$ cat src/sv/csss_pkg.sv
// Shared types and constants for the clocked serial sensor slave.
package csss_pkg;

    localparam int unsigned FRAME_W   = 29;
    localparam int unsigned BEAT_W    = 5;
    localparam int unsigned RUN_W     = 3;
    localparam int unsigned CMD_W     = 2;
    localparam int unsigned COLOUR_W  = 24;
    localparam int unsigned SAMPLE_W  = 10;

    localparam logic [BEAT_W-1:0] CAPS_LAST = BEAT_W'(28);
    localparam logic [BEAT_W-1:0] DATA_LAST = BEAT_W'(17);
    localparam logic [BEAT_W-1:0] CMD_BEATS = BEAT_W'(2);
    localparam logic [BEAT_W-1:0] RGB_BEATS = BEAT_W'(24);
    localparam logic [RUN_W-1:0]  SYNC_LOWS = RUN_W'(4);

    // Capability frame: 21, nibbles 2 2 4 4 1, then a trailing one.
    localparam logic [FRAME_W-1:0] CAPS_WORD =
        {8'd21, 4'd2, 4'd2, 4'd4, 4'd4, 4'd1, 1'b1};
    localparam logic [7:0] DATA_HDR = 8'h0A;

    localparam logic [CMD_W-1:0] CMD_NOP   = 2'd0;
    localparam logic [CMD_W-1:0] CMD_SET_A = 2'd1;
    localparam logic [CMD_W-1:0] CMD_SET_B = 2'd2;
    localparam logic [CMD_W-1:0] CMD_CLEAR = 2'd3;

    localparam logic REQ_EDGE   = 1'b0;
    localparam logic REQ_SAMPLE = 1'b1;

    typedef enum logic [4:0] {
        PH_IDLE = 5'b00001,
        PH_TX   = 5'b00010,
        PH_SYNC = 5'b00100,
        PH_CMD  = 5'b01000,
        PH_RGB  = 5'b10000
    } t_phase;

    typedef struct packed {
        logic       req_type;
        logic       data_in;
        logic [3:0] sample_x;
        logic [3:0] sample_y;
        logic       sample_btn_a;
        logic       sample_btn_b;
    } t_item;

    typedef struct packed {
        logic       line_out;
        logic       line_drive;
        logic       busy_res;
        logic       colour_valid;
        logic [7:0] red;
        logic [7:0] green;
        logic [7:0] blue;
    } t_result;

endpackage

$ cat src/sv/csss_engine.sv
// Link state machine: protocol state registers and the per-item update.
module csss_engine
    import csss_pkg::*;
(
    input  logic    i_clk,
    input  logic    i_rst_n,
    input  logic    i_item_en,
    input  t_item   i_item,
    output t_result o_result
);

    t_phase                r_phase,       n_phase;
    logic [BEAT_W-1:0]     r_beat,        n_beat;
    logic                  r_caps_done,   n_caps_done;
    logic                  r_force,       n_force;
    logic                  r_ready,       n_ready;
    logic [FRAME_W-1:0]    r_tx_frame,    n_tx_frame;
    logic [RUN_W-1:0]      r_low_run,     n_low_run;
    logic [CMD_W-1:0]      r_cmd,         n_cmd;
    logic [COLOUR_W-1:0]   r_rx_shift,    n_rx_shift;
    logic [COLOUR_W-1:0]   r_colour,      n_colour;
    logic [SAMPLE_W-1:0]   r_cache,       n_cache;

    logic [SAMPLE_W-1:0]   sample;
    logic [31:0]           frame_ext;
    logic                  colour_valid;

    assign sample = {i_item.sample_btn_b, i_item.sample_btn_a,
                     i_item.sample_y, i_item.sample_x};

    always_comb begin
        n_phase     = r_phase;
        n_beat      = r_beat;
        n_caps_done = r_caps_done;
        n_force     = r_force;
        n_ready     = r_ready;
        n_tx_frame  = r_tx_frame;
        n_low_run   = r_low_run;
        n_cmd       = r_cmd;
        n_rx_shift  = r_rx_shift;
        n_colour    = r_colour;
        n_cache     = r_cache;
        colour_valid = 1'b0;

        if (i_item.req_type == REQ_SAMPLE) begin
            if (r_force || sample != r_cache) begin
                n_cache = sample;
                n_ready = 1'b1;
                n_force = 1'b0;
            end
        end else begin
            unique case (r_phase)
                PH_TX: begin
                    if (r_beat == '0) begin
                        n_phase   = PH_SYNC;
                        n_low_run = i_item.data_in ? '0 : RUN_W'(1);
                    end else begin
                        n_beat = r_beat - BEAT_W'(1);
                    end
                end
                PH_SYNC: begin
                    n_low_run = i_item.data_in ? '0 : r_low_run + RUN_W'(1);
                    if (n_low_run >= SYNC_LOWS) begin
                        n_low_run = '0;
                        n_phase   = PH_CMD;
                        n_beat    = '0;
                        n_cmd     = '0;
                    end
                end
                PH_CMD: begin
                    n_cmd  = {r_cmd[0], i_item.data_in};
                    n_beat = r_beat + BEAT_W'(1);
                    if (n_beat >= CMD_BEATS) begin
                        if (n_cmd == CMD_SET_A || n_cmd == CMD_SET_B) begin
                            n_phase    = PH_RGB;
                            n_beat     = '0;
                            n_rx_shift = '0;
                        end else begin
                            if (n_cmd == CMD_CLEAR) begin
                                n_colour     = '0;
                                colour_valid = 1'b1;
                            end
                            n_phase = PH_IDLE;
                            n_beat  = '0;
                        end
                    end
                end
                PH_RGB: begin
                    n_rx_shift = {r_rx_shift[COLOUR_W-2:0], i_item.data_in};
                    n_beat     = r_beat + BEAT_W'(1);
                    if (n_beat >= RGB_BEATS) begin
                        n_colour     = n_rx_shift;
                        colour_valid = 1'b1;
                        n_phase      = PH_IDLE;
                        n_beat       = '0;
                    end
                end
                default: begin
                    // idle (and any stray code): any edge opens an exchange
                    n_ready = 1'b0;
                    if (!r_caps_done) begin
                        n_tx_frame  = CAPS_WORD;
                        n_beat      = CAPS_LAST;
                        n_caps_done = 1'b1;
                        n_force     = 1'b1;
                    end else begin
                        n_tx_frame = FRAME_W'({DATA_HDR, r_cache[3:0], r_cache[7:4],
                                               r_cache[8], r_cache[9]});
                        n_beat     = DATA_LAST;
                    end
                    n_phase = PH_TX;
                end
            endcase
        end
    end

    assign frame_ext = {{(32 - FRAME_W){1'b0}}, n_tx_frame};

    // Line outputs reflect the state after this item.
    always_comb begin
        o_result.colour_valid = colour_valid;
        o_result.red          = n_colour[23:16];
        o_result.green        = n_colour[15:8];
        o_result.blue         = n_colour[7:0];
        priority if (n_phase == PH_TX) begin
            o_result.line_out   = frame_ext[n_beat];
            o_result.line_drive = 1'b1;
            o_result.busy_res   = 1'b1;
        end else if (n_phase == PH_SYNC || n_phase == PH_CMD || n_phase == PH_RGB) begin
            o_result.line_out   = 1'b0;
            o_result.line_drive = 1'b0;
            o_result.busy_res   = 1'b1;
        end else begin
            o_result.line_out   = n_ready;
            o_result.line_drive = 1'b1;
            o_result.busy_res   = 1'b0;
        end
    end

    always_ff @(posedge i_clk) begin
        if (!i_rst_n) begin
            r_phase     <= PH_IDLE;
            r_beat      <= '0;
            r_caps_done <= 1'b0;
            r_force     <= 1'b0;
            r_ready     <= 1'b0;
            r_tx_frame  <= '0;
            r_low_run   <= '0;
            r_cmd       <= '0;
            r_rx_shift  <= '0;
            r_colour    <= '0;
            r_cache     <= '0;
        end else if (i_item_en) begin
            r_phase     <= n_phase;
            r_beat      <= n_beat;
            r_caps_done <= n_caps_done;
            r_force     <= n_force;
            r_ready     <= n_ready;
            r_tx_frame  <= n_tx_frame;
            r_low_run   <= n_low_run;
            r_cmd       <= n_cmd;
            r_rx_shift  <= n_rx_shift;
            r_colour    <= n_colour;
            r_cache     <= n_cache;
        end
    end

endmodule

$ cat src/sv/clocked_serial_sensor_slave_core.sv
// The link state updates as an item leaves the input register into the result register.
// Throughput: one item per cycle while the output is not stalled.
// A stalled output holds the result register and, through it, the input register.
// Reset (i_rst_n low, synchronous) empties both registers and returns the link to idle,
// capabilities unsent, colour zero, sample cache zero.
module clocked_serial_sensor_slave_core
    import csss_pkg::*;
(
    input  logic       i_clk,
    input  logic       i_rst_n,
    input  logic       i_in_valid,
    output logic       o_in_ready,
    input  logic       i_req_type,
    input  logic       i_data_in,
    input  logic [3:0] i_sample_x,
    input  logic [3:0] i_sample_y,
    input  logic       i_sample_btn_a,
    input  logic       i_sample_btn_b,
    output logic       o_out_valid,
    input  logic       i_out_ready,
    output logic       o_line_out,
    output logic       o_line_drive,
    output logic       o_busy_res,
    output logic       o_colour_valid,
    output logic [7:0] o_red,
    output logic [7:0] o_green,
    output logic [7:0] o_blue
);

    logic    r_in_valid;
    t_item   r_item;
    logic    r_out_valid;
    t_result r_result;
    t_result step_result;
    logic    advance;

    assign advance    = !r_out_valid || i_out_ready;
    assign o_in_ready = !r_in_valid || advance;

    csss_engine u_engine (
        .i_clk     (i_clk),
        .i_rst_n   (i_rst_n),
        .i_item_en (r_in_valid && advance),
        .i_item    (r_item),
        .o_result  (step_result)
    );

    always_ff @(posedge i_clk) begin
        if (!i_rst_n) begin
            r_in_valid  <= 1'b0;
            r_out_valid <= 1'b0;
        end else begin
            if (o_in_ready) begin
                r_in_valid <= i_in_valid;
            end
            if (advance) begin
                r_out_valid <= r_in_valid;
            end
        end
    end

    always_ff @(posedge i_clk) begin
        if (i_in_valid && o_in_ready) begin
            r_item <= '{req_type:     i_req_type,
                        data_in:      i_data_in,
                        sample_x:     i_sample_x,
                        sample_y:     i_sample_y,
                        sample_btn_a: i_sample_btn_a,
                        sample_btn_b: i_sample_btn_b};
        end
        if (r_in_valid && advance) begin
            r_result <= step_result;
        end
    end

    assign o_out_valid    = r_out_valid;
    assign o_line_out     = r_result.line_out;
    assign o_line_drive   = r_result.line_drive;
    assign o_busy_res     = r_result.busy_res;
    assign o_colour_valid = r_result.colour_valid;
    assign o_red          = r_result.red;
    assign o_green        = r_result.green;
    assign o_blue         = r_result.blue;

endmodule

$ cat config.mk
export PLATFORM = sky130hd
export DESIGN_NAME = clocked_serial_sensor_slave_core
export DESIGN_NICKNAME = d
export VERILOG_FILES = /design/src/sv/csss_pkg.sv /design/src/sv/csss_engine.sv /design/src/sv/clocked_serial_sensor_slave_core.sv
export SDC_FILE = /design/constraint.sdc
export NUM_CORES = 1
export LEC_CHECK = 0
export ABC_AREA = 1
export BUFFER_PORTS_ARGS = -buffer_cell sky130_fd_sc_hd__buf_2
export CORE_MARGIN = 2
export CORE_UTILIZATION = 54
export DETAILED_ROUTE_END_ITERATION = 6
export PLACE_DENSITY_LB_ADDON = 0.12
export SETUP_SLACK_MARGIN = 0.05
export SLEW_MARGIN = 20
export SYNTH_ARGS = -nofsm -noshare
export SYNTH_HDL_FRONTEND = slang
export SYNTH_HIERARCHICAL = 1
export SYNTH_SLANG_ARGS = --single-unit
export TNS_END_PERCENT = 50
$ cat constraint.sdc
create_clock -name i_clk -period 3.95 [get_ports i_clk]
set_clock_uncertainty 0.05 [all_clocks]
set_input_delay 0.395 -clock i_clk [delete_from_list [all_inputs] [get_ports i_clk]]
set_output_delay 0.395 -clock i_clk [all_outputs]
set_load 0.01 [all_outputs]
# --- Word level (Yosys, flattened, before mapping) ---
# Index checks and enable logic that the tools add are counted.
word_totals:
  ff_bits: 145
  word_cells: 124
classes:
  add_sub_neg: 3
  n_lt_le_gt_ge: 4
  n_eq_ne: 19
  muxes: 49
  bitwise: 2
  reduce_logical: 21
op_table:
  columns: ["cell", "n"]
  rows:
  - ["two-way mux 24 bit", 5]
  - ["two-way mux 29 bit", 2]
  - ["two-way mux 5 bit", 11]
  - ["one-hot mux 24 bit (2 select lines)", 1]
  - ["two-way mux 23 bit", 2]
  - ["one-hot mux 23 bit (2 select lines)", 1]
  - ["one-hot mux 5 bit (4 select lines)", 2]
  - ["two-way mux 26 bit", 1]
  - ["two-way mux 3 bit", 5]
  - ["two-way mux 1 bit", 14]
  - ["!= test 2 x 1 -> 1 bit (second input constant)", 6]
  - ["AND reduction 4 bit", 3]
  - ["equality test 5 x 2 -> 1 bit (second input constant)", 2]
  - ["equality test 5 x 3 -> 1 bit (second input constant)", 2]
  - ["equality test 5 x 4 -> 1 bit (second input constant)", 2]
  - ["equality test 5 bit (second input constant)", 2]
  - ["!= test 10 bit", 1]
  - ["logical OR 1 bit", 6]
  - ["less-than comparator 5 x 6 -> 1 bit (second input constant)", 1]
  - ["one-hot mux 3 bit (2 select lines)", 1]
  - ["AND reduction 3 bit", 2]
  - ["nonzero test 2 bit", 3]
  - ["adder 5 x 1 -> 5 bit (second input constant)", 1]
  - ["binary-select mux 1 bit (select 5 bit)", 1]
  - ["16 further kinds", 21]

# --- Longest topological paths before layout ---
# Gate-level depths: netlist of the first run.
depth:
  word_depth: 11
  ltp_mapped: 21
  mapped_depth_nobuf: 21

# --- Hierarchy ---
# The synthesis of the first run kept the hierarchy.
by_module_without_submodules:
  columns: ["mod", "instances", "cells_per_inst", "area_each_um2", "seq_area_each_um2"]
  rows:
  - ["csss_engine", 1, 803, 5540.3, 2062.0]
  - ["clocked_serial_sensor_slave_core", 1, 53, 1296.2, 1241.2]

# --- Worst setup path before layout of the first run ---
# Ideal clock, no wire load.
synth_timing:
  path_type: "input to register"
  startpoint: "input i_out_ready"
  endpoint: "register u_engine.r_low_run[0]"
  arrival_ps: 3419
  slack_ps: 395
  path_stages: 9
  path_buffers: 1
  path_cell_list: "inv_1 > a21oi_1 > inv_1 > buf_1 > nor2_1 > inv_1 > a21oi_1 > nor2_1 > a211oi_1"
synth_via:
  elab_chain_cells: 3
synth_rtl:
  columns: ["item", "line_no", "source"]
  rows:
  - ["from (decl)", "clocked_serial_sensor_slave_core.sv:20", "input logic i_out_ready,"]
  - ["logical OR 1 bit", "clocked_serial_sensor_slave_core.sv:37", "assign advance = !r_out_valid || i_out_ready;"]
  - ["logical AND 1 bit", "clocked_serial_sensor_slave_core.sv:43", ".i_item_en (r_in_valid && advance),"]
  - ["AND reduction 4 bit (no line)", null, null]
  - ["to (signal assigned)", "csss_engine.sv:160", "r_low_run <= n_low_run;"]
  - ["to (decl)", "csss_engine.sv:18", "logic [RUN_W-1:0] r_low_run, n_low_run;"]
# Every way passes these cells.
# A chain may end at the register's enable or synchronous reset.

==> reports/metrics.yaml, run 1 <==
critical_path:
  path_class: "reg2reg"
  worstPathArrival_ps: 3000
  crit_path_max_fanout: 28
  worstSetupStartpointType: "register"
  reg2reg_depth: 16
  r2r_slack_ps: 1070
  endpoint_kind: "register"
  reg2reg_from: "u_engine/r_beat[0]"
  r2r_end: "o_line_out"
  critPathRequiredTime_ps: 4070
placement:
  finalWeightedCongestion: 0.947
  dp_hpwl_mm: 10.4
  portBuffers: 45
yosys:
  synthArstFlopShare_pct: 0
  ys_seq_elements: 145
  ys_types: 44
  ys.flop_type: "dfxtp_1"
  ys_seq_area_share_pct: 48.3
  netlist_area_sq_um: 6840
  postSynthCellCount: 856
  synthTopCellsByCount: "148 x nand2_1, 123 x inv_1, 105 x dfxtp_1"
  yosysTopAreaCellShare_pct: 30.7
  syn_avg_cell_area_sq_um: 7.99
  yosys.cell_count.top_type: "nand2_1"
  yosysTopAreaCell: "dfxtp_1"
  yosys_warnings: 6
  synth.area.top_cells: "dfxtp_1 31%, edfxtp_1 18%, nand2_1 8.1%"
  syn_nets: 879
  synth_edf_count: 40
sta:
  finalSetupTns_ps: 0
  hold_viol: 0
  min_period_over_period_pct: 72.9
  rsz0062_at_grt: "no"
  fmax_mhz: 347
  period_minus_slack_ps: 2880
  slew_headroom_pct: 36.8
  drv_slew: 0
  setup_violations: 0
  worstMarginPinSlew_ps: 947
power:
  vdd_drop_max_mv: 0.371
  p_leak_nw: 3.22
  power_mw: 3.46
  p_per_area_nw_per_um2: 449
min_path:
  worstHoldPathCells: 1
  hold_path_class: "in2reg"
  whs_endpoint: "r_item[1]"
  worstHoldStart: "i_sample_btn_a"
routing:
  wire_per_inst_um: 14.8
  drt_pass1_iterations: 5
  via_per_inst: 5.41
  drtIter0Drc: 462
  vias: 5786
  drc: 0
  routed_wl_mm: 15.8
  final_antenna_net_count: 0
clock_tree:
  insertion_delay_ps: 420
  cts_tree: "built"
  cts_max_path_buffers: 2
  root_buffer: "clkbuf_16"
  ctsResizeCount: 0
  numCtsBuffers: 17
  clk_pin_slew_worst_paths_ps: 60
  cts_setup_buffers: 0
  hold_buffers: 0
  htreeDepth: 4
  clock-sinks: 145
run_status:
  status: "finished clean"
finish:
  diodes: 0
  area_delta_synth_final_pct: 12.8
  multi_input_area_sq_um: 2820
  layout.area.seq_sq_um: 3300
  nFillCells: 1110
  layout-drive-gt1-share_pct: 14.4
  fin_nets: 907
global_route:
  grt_pass1_vias: 5261
  overflow: 0
  grt_max_degree: 53
  antenna_found_initial: 0
  grt_use_total_pct: 24.7
  grt_pass1_wl_mm: 26.1
floorplan:
  rows: 41
  start_util_pct: 54.8
  ioPinCount: 46
  die_y_um: 117
  dieArea_sq_um: 13600
  design.core.area_sq_um: 12500
  die_w_um: 117
flow_run:
  cap_violations: 0
==> placed cells by master (no fill, tap or decap), drive strengths merged, types with 20 or more instances in the layout <==
master,Yosys,final
o32ai,20,20
a21oi,85,85
clkbuf,26,23
nand2,159,159
dfxtp,105,105
edfxtp,40,40
inv,137,138
buf,17,52
nor2,46,46
nand3,81,81
o21ai,92,92
==> power by group <==
group          switching, mW  leakage, nW  internal [mW]  total [mW]
Clock                  0.588        0.277          0.961        1.55
Combinational          0.200         1.71         0.0924       0.293
Sequential            0.0321         1.24           1.59        1.62
Total                  0.821         3.22           2.64        3.46
==> layout make-up <==
cell class	count	share of cell area [%]
Sequential cell	145	42.8
Inverter	138	6.75
Clock inverter	9	1.38
Timing Repair Buffer	52	3.60
Tap cell	172	2.79
Multi-Input combinational cell	530	36.6
Clock buffer	23	6.07
==> logic make-up after synthesis <==
kind of cell | count (synthesis) | synth area share, %
AOI/OAI and AO/OA | 215 | 17.7
xor gates and xnor gates | 7 | 0.897
adders and majority gates | 7 | 1.28
buffers and inverters | 181 | 10.5
DFF | 145 | 48.3
and+or+nand+nor | 301 | 21.2
==> per-layer routing <==
layer / up-vias / global-route usage, % / part of all wire [%]
met3: 23 / 6.59 / 5.9
met2: 184 / 36.6 / 45
met4: 0 / 9.13 / 1.6
li1: 2917 / - / -
met1: 2662 / 34.8 / 48
met5: - / 0 / 0
==> worst max-delay path by stage <==
stage,from,endpoint,slack [ps],depth (start not counted)
after floorplan,i_out_ready,u_engine/r_low_run[0],390,9
after global placement,u_engine/r_beat[0],o_line_out,1110,18
after detailed placement,u_engine/r_beat[0],o_line_out,1120,16
after CTS,u_engine/r_beat[0],o_line_out,1120,16
after global routing,u_engine/r_beat[0],o_line_out,800,18
final,u_engine/r_beat[0],o_line_out,1070,16
==> through the flow <==
step                hold slack [ps]  setup WS, ps  util (%)  area [sq um]  cells
finish                          100          1070      61.9          7710   1069
detailed placement              371          1120      57.3          7140   1037
CTS                            81.7          1120      61.9          7710   1069
floorplan                       358           395         -          6840    856
global placement                369          1110      57.3          7140   1037
global route                   83.4           801      61.9          7710   1069
==> critical path: stages, from the launching register on <==
cell and delay (ps):
dfxtp_1 450, ha_1 250, nand3_1 100, nand2_1 90
nand2_1 130, nand2_4 320, nand2_1 180, nand3_1 190
nand2_4 110, nand2_4 170, nand2_1 80, nand3_1 80
nand3_1 90, nand3_1 100, nand3_1 80, nand3_1 100
nand2_1 60
==> flip-flops by register name, summed over array words and instances, names as in the netlist, 3 cells and up <==
name                 count
u_engine/r_low_run       3
o_green                  8
o_red                    8
u_engine/r_phase         5
u_engine/r_cache        10
u_engine/r_rx_shift     23
u_engine/r_colour       24
o_blue                   8
r_item                  12
u_engine/r_tx_frame     29
u_engine/r_beat          5
No activity file was read; power rests on OpenSTA's default activity.
==> run 2, diff against run 1 <==
- clock period: 3.95 -> 2.8 ns (I/O delays scaled with it)
==> reports/metrics.yaml, run 2 (synthesized netlist as in run 1, its figures left out) <==
sta:
  drv_slew: 0  # unchanged
  setup_violations: 0  # unchanged
  min_period_over_period_pct: 89.4  # +17 points
  setup_ws_ps: 296  # -774 ps
  slew_headroom_pct: 52.7  # +16 points
  period_minus_slack_ps: 2500  # -376 ps
  worstMarginPinSlew_ps: 708  # -239 ps
  hold_viol: 0  # unchanged
  fmax_mhz: 399  # +15%
  finalSetupTns_ps: 0  # unchanged
  rsz0062_at_grt: "no"
critical_path:
  reg2reg_depth: 18  # +2
  critPathRequiredTime_ps: 2920  # -1150 ps
  reg2reg_from: "u_engine/r_beat[0]"
  r2r_end: "o_line_out"
  path_class: "reg2reg"
  worstPathArrival_ps: 2620  # -380 ps
  endpoint_kind: "register"
  crit_path_max_fanout: 13  # -54%
  crit_end: "o_line_out"
  r2r_slack_ps: 300  # -770 ps
  worstSetupStartpointType: "register"
  worstSetupStartpoint: "u_engine/r_beat[0]"
clock_tree:
  cts_tree: "built"
  insertion_delay_ps: 410  # about the same
  htreeDepth: 4  # unchanged
  numCtsBuffers: 17  # unchanged
  clock-sinks: 145  # unchanged
  clk_pin_slew_worst_paths_ps: 60  # about the same
  cts_max_path_buffers: 2  # unchanged
  root_buffer: "clkbuf_16"
placement:
  dp_hpwl_mm: 10.6  # +2.5%
  finalWeightedCongestion: 0.938  # -0.90%
  portBuffers: 45  # unchanged
  place_ws_ps: 196  # -924 ps
power:
  p_leak_nw: 3.33  # +3.3%
  vdd_drop_max_mv: 0.400  # +7.8%
  power_mw: 4.99  # +44%
  p_per_area_nw_per_um2: 628  # +40%
finish:
  largest-register: "u_engine/r_tx_frame"
  layout-drive-gt1-share_pct: 15.5  # +1.1 points
  fin_nets: 925  # +2.0%
  reg.largest.list: "u_engine/r_tx_frame: 29 flops, u_engine/r_colour: 24 flops, u_engine/r_rx_shift: 23 flops"
  diodes: 0  # unchanged
  final_common_cell: "nand2_1"
  area_delta_synth_final_pct: 16.3
  largest_reg_flops: 29  # unchanged
  mostFrequentLayoutCells: "148 x nand2_1, 122 x inv_1, 103 x dfxtp_1"
run_status:
  status: "finished clean"
floorplan:
  die_w_um: 117  # unchanged
  die_y_um: 117  # unchanged
  ioPinCount: 46  # unchanged
  start_util_pct: 54.8  # unchanged
  rows: 41  # unchanged
  dieArea_sq_um: 13600  # unchanged
  design.core.area_sq_um: 12500  # unchanged
routing:
  vias: 5812  # +0.45%
  routed_wl_mm: 15.9  # +0.15%
  drc: 0  # unchanged
  wire_per_inst_um: 14.6  # -1.5%
  drt_pass1_iterations: 5  # unchanged
  via_per_inst: 5.35  # -1.2%
  drtIter0Drc: 436  # -5.6%
  final_antenna_net_count: 0  # unchanged
global_route:
  grt_use_total_pct: 24.8  # +0.11 points
  overflow: 0  # unchanged
  grt_max_degree: 52  # -1.9%
  grt_pass1_vias: 5429  # +3.2%
  grt_pass1_wl_mm: 26.3  # +0.77%
  antenna_found_initial: 0  # unchanged
flow_run:
  cap_violations: 0  # unchanged
min_path:
  hold_path_class: "in2reg"
==> run 2: how the worst min path moves through the flow <==
stage,startpoint,endpoint,slack [ps],depth (start not counted)
5_1_grt,i_in_valid,r_in_valid,70,3
3_3_place_gp,u_engine/r_tx_frame[20],u_engine/r_tx_frame[20],380,2
6_report,i_in_valid,r_in_valid,70,3
3_5_place_dp,u_engine/r_tx_frame[20],u_engine/r_tx_frame[20],380,2
4_1_cts,i_in_valid,r_in_valid,60,3
2_1_floorplan,i_sample_btn_b,r_item[0],330,0
==> run 2: layout make-up <==
type	count	area, sq um
clock buffers	22	464
well taps	172	215
fillers	1072	4520
flip-flops and latches	145	3310
repair buffers	70	468
inverters	138	520
clock inverters	10	133
multi-input cells	530	2840
==> run 2: power breakdown <==
part           internal [mW]  switching, mW  total (mW)  leakage, nW
clock network           1.44          0.823        2.27        0.295
logic                  0.149          0.291       0.440         1.80
registers               2.24         0.0458        2.28         1.24
==> run 2: critical path, stage by stage, from the launching register on <==
cell	delay [ps]
dfxtp_2	390
inv_1	120
ha_1	340
nor2_1	90
nand3_1	90
nor2_2	150
nand3_2	120
nand3_1	140
nand2_4	120
nand2_8	120
nand2_1	60
nand3_1	60
nand2_1	60
nand2_1	60
nand2_1	50
nand2_1	50
nand3_1	60
nand3_1	70
nand2_1	50
==> run 2: per-stage QoR <==
stage	hold WS [ps]	cells	area [sq um]	util, %
after floorplan	329	856	6840	-
after global placement	376	1043	7210	57.8
after detailed placement	378	1043	7210	57.8
after CTS	59.3	1087	7930	63.6
after global routing	67.2	1087	7950	63.8
final	74.8	1087	7950	63.8
==> run 2: what timing repair did <==
action,CTS,global route
endpoints found under the setup margin,0,9
hold buffers,12,0
setup buffers,0,0
hold endpoints to repair,12,0
gates resized for setup,0,6
==> run 2: per-layer routing <==
metal / share of wire (%) / up-vias / global-route usage [%]
li1: - / 2951 / -
met1: 49 / 2688 / 35.8
met2: 45 / 158 / 37.6
met3: 5.5 / 15 / 5.14
met4: 0.98 / 0 / 7.54
met5: 0 / - / 0
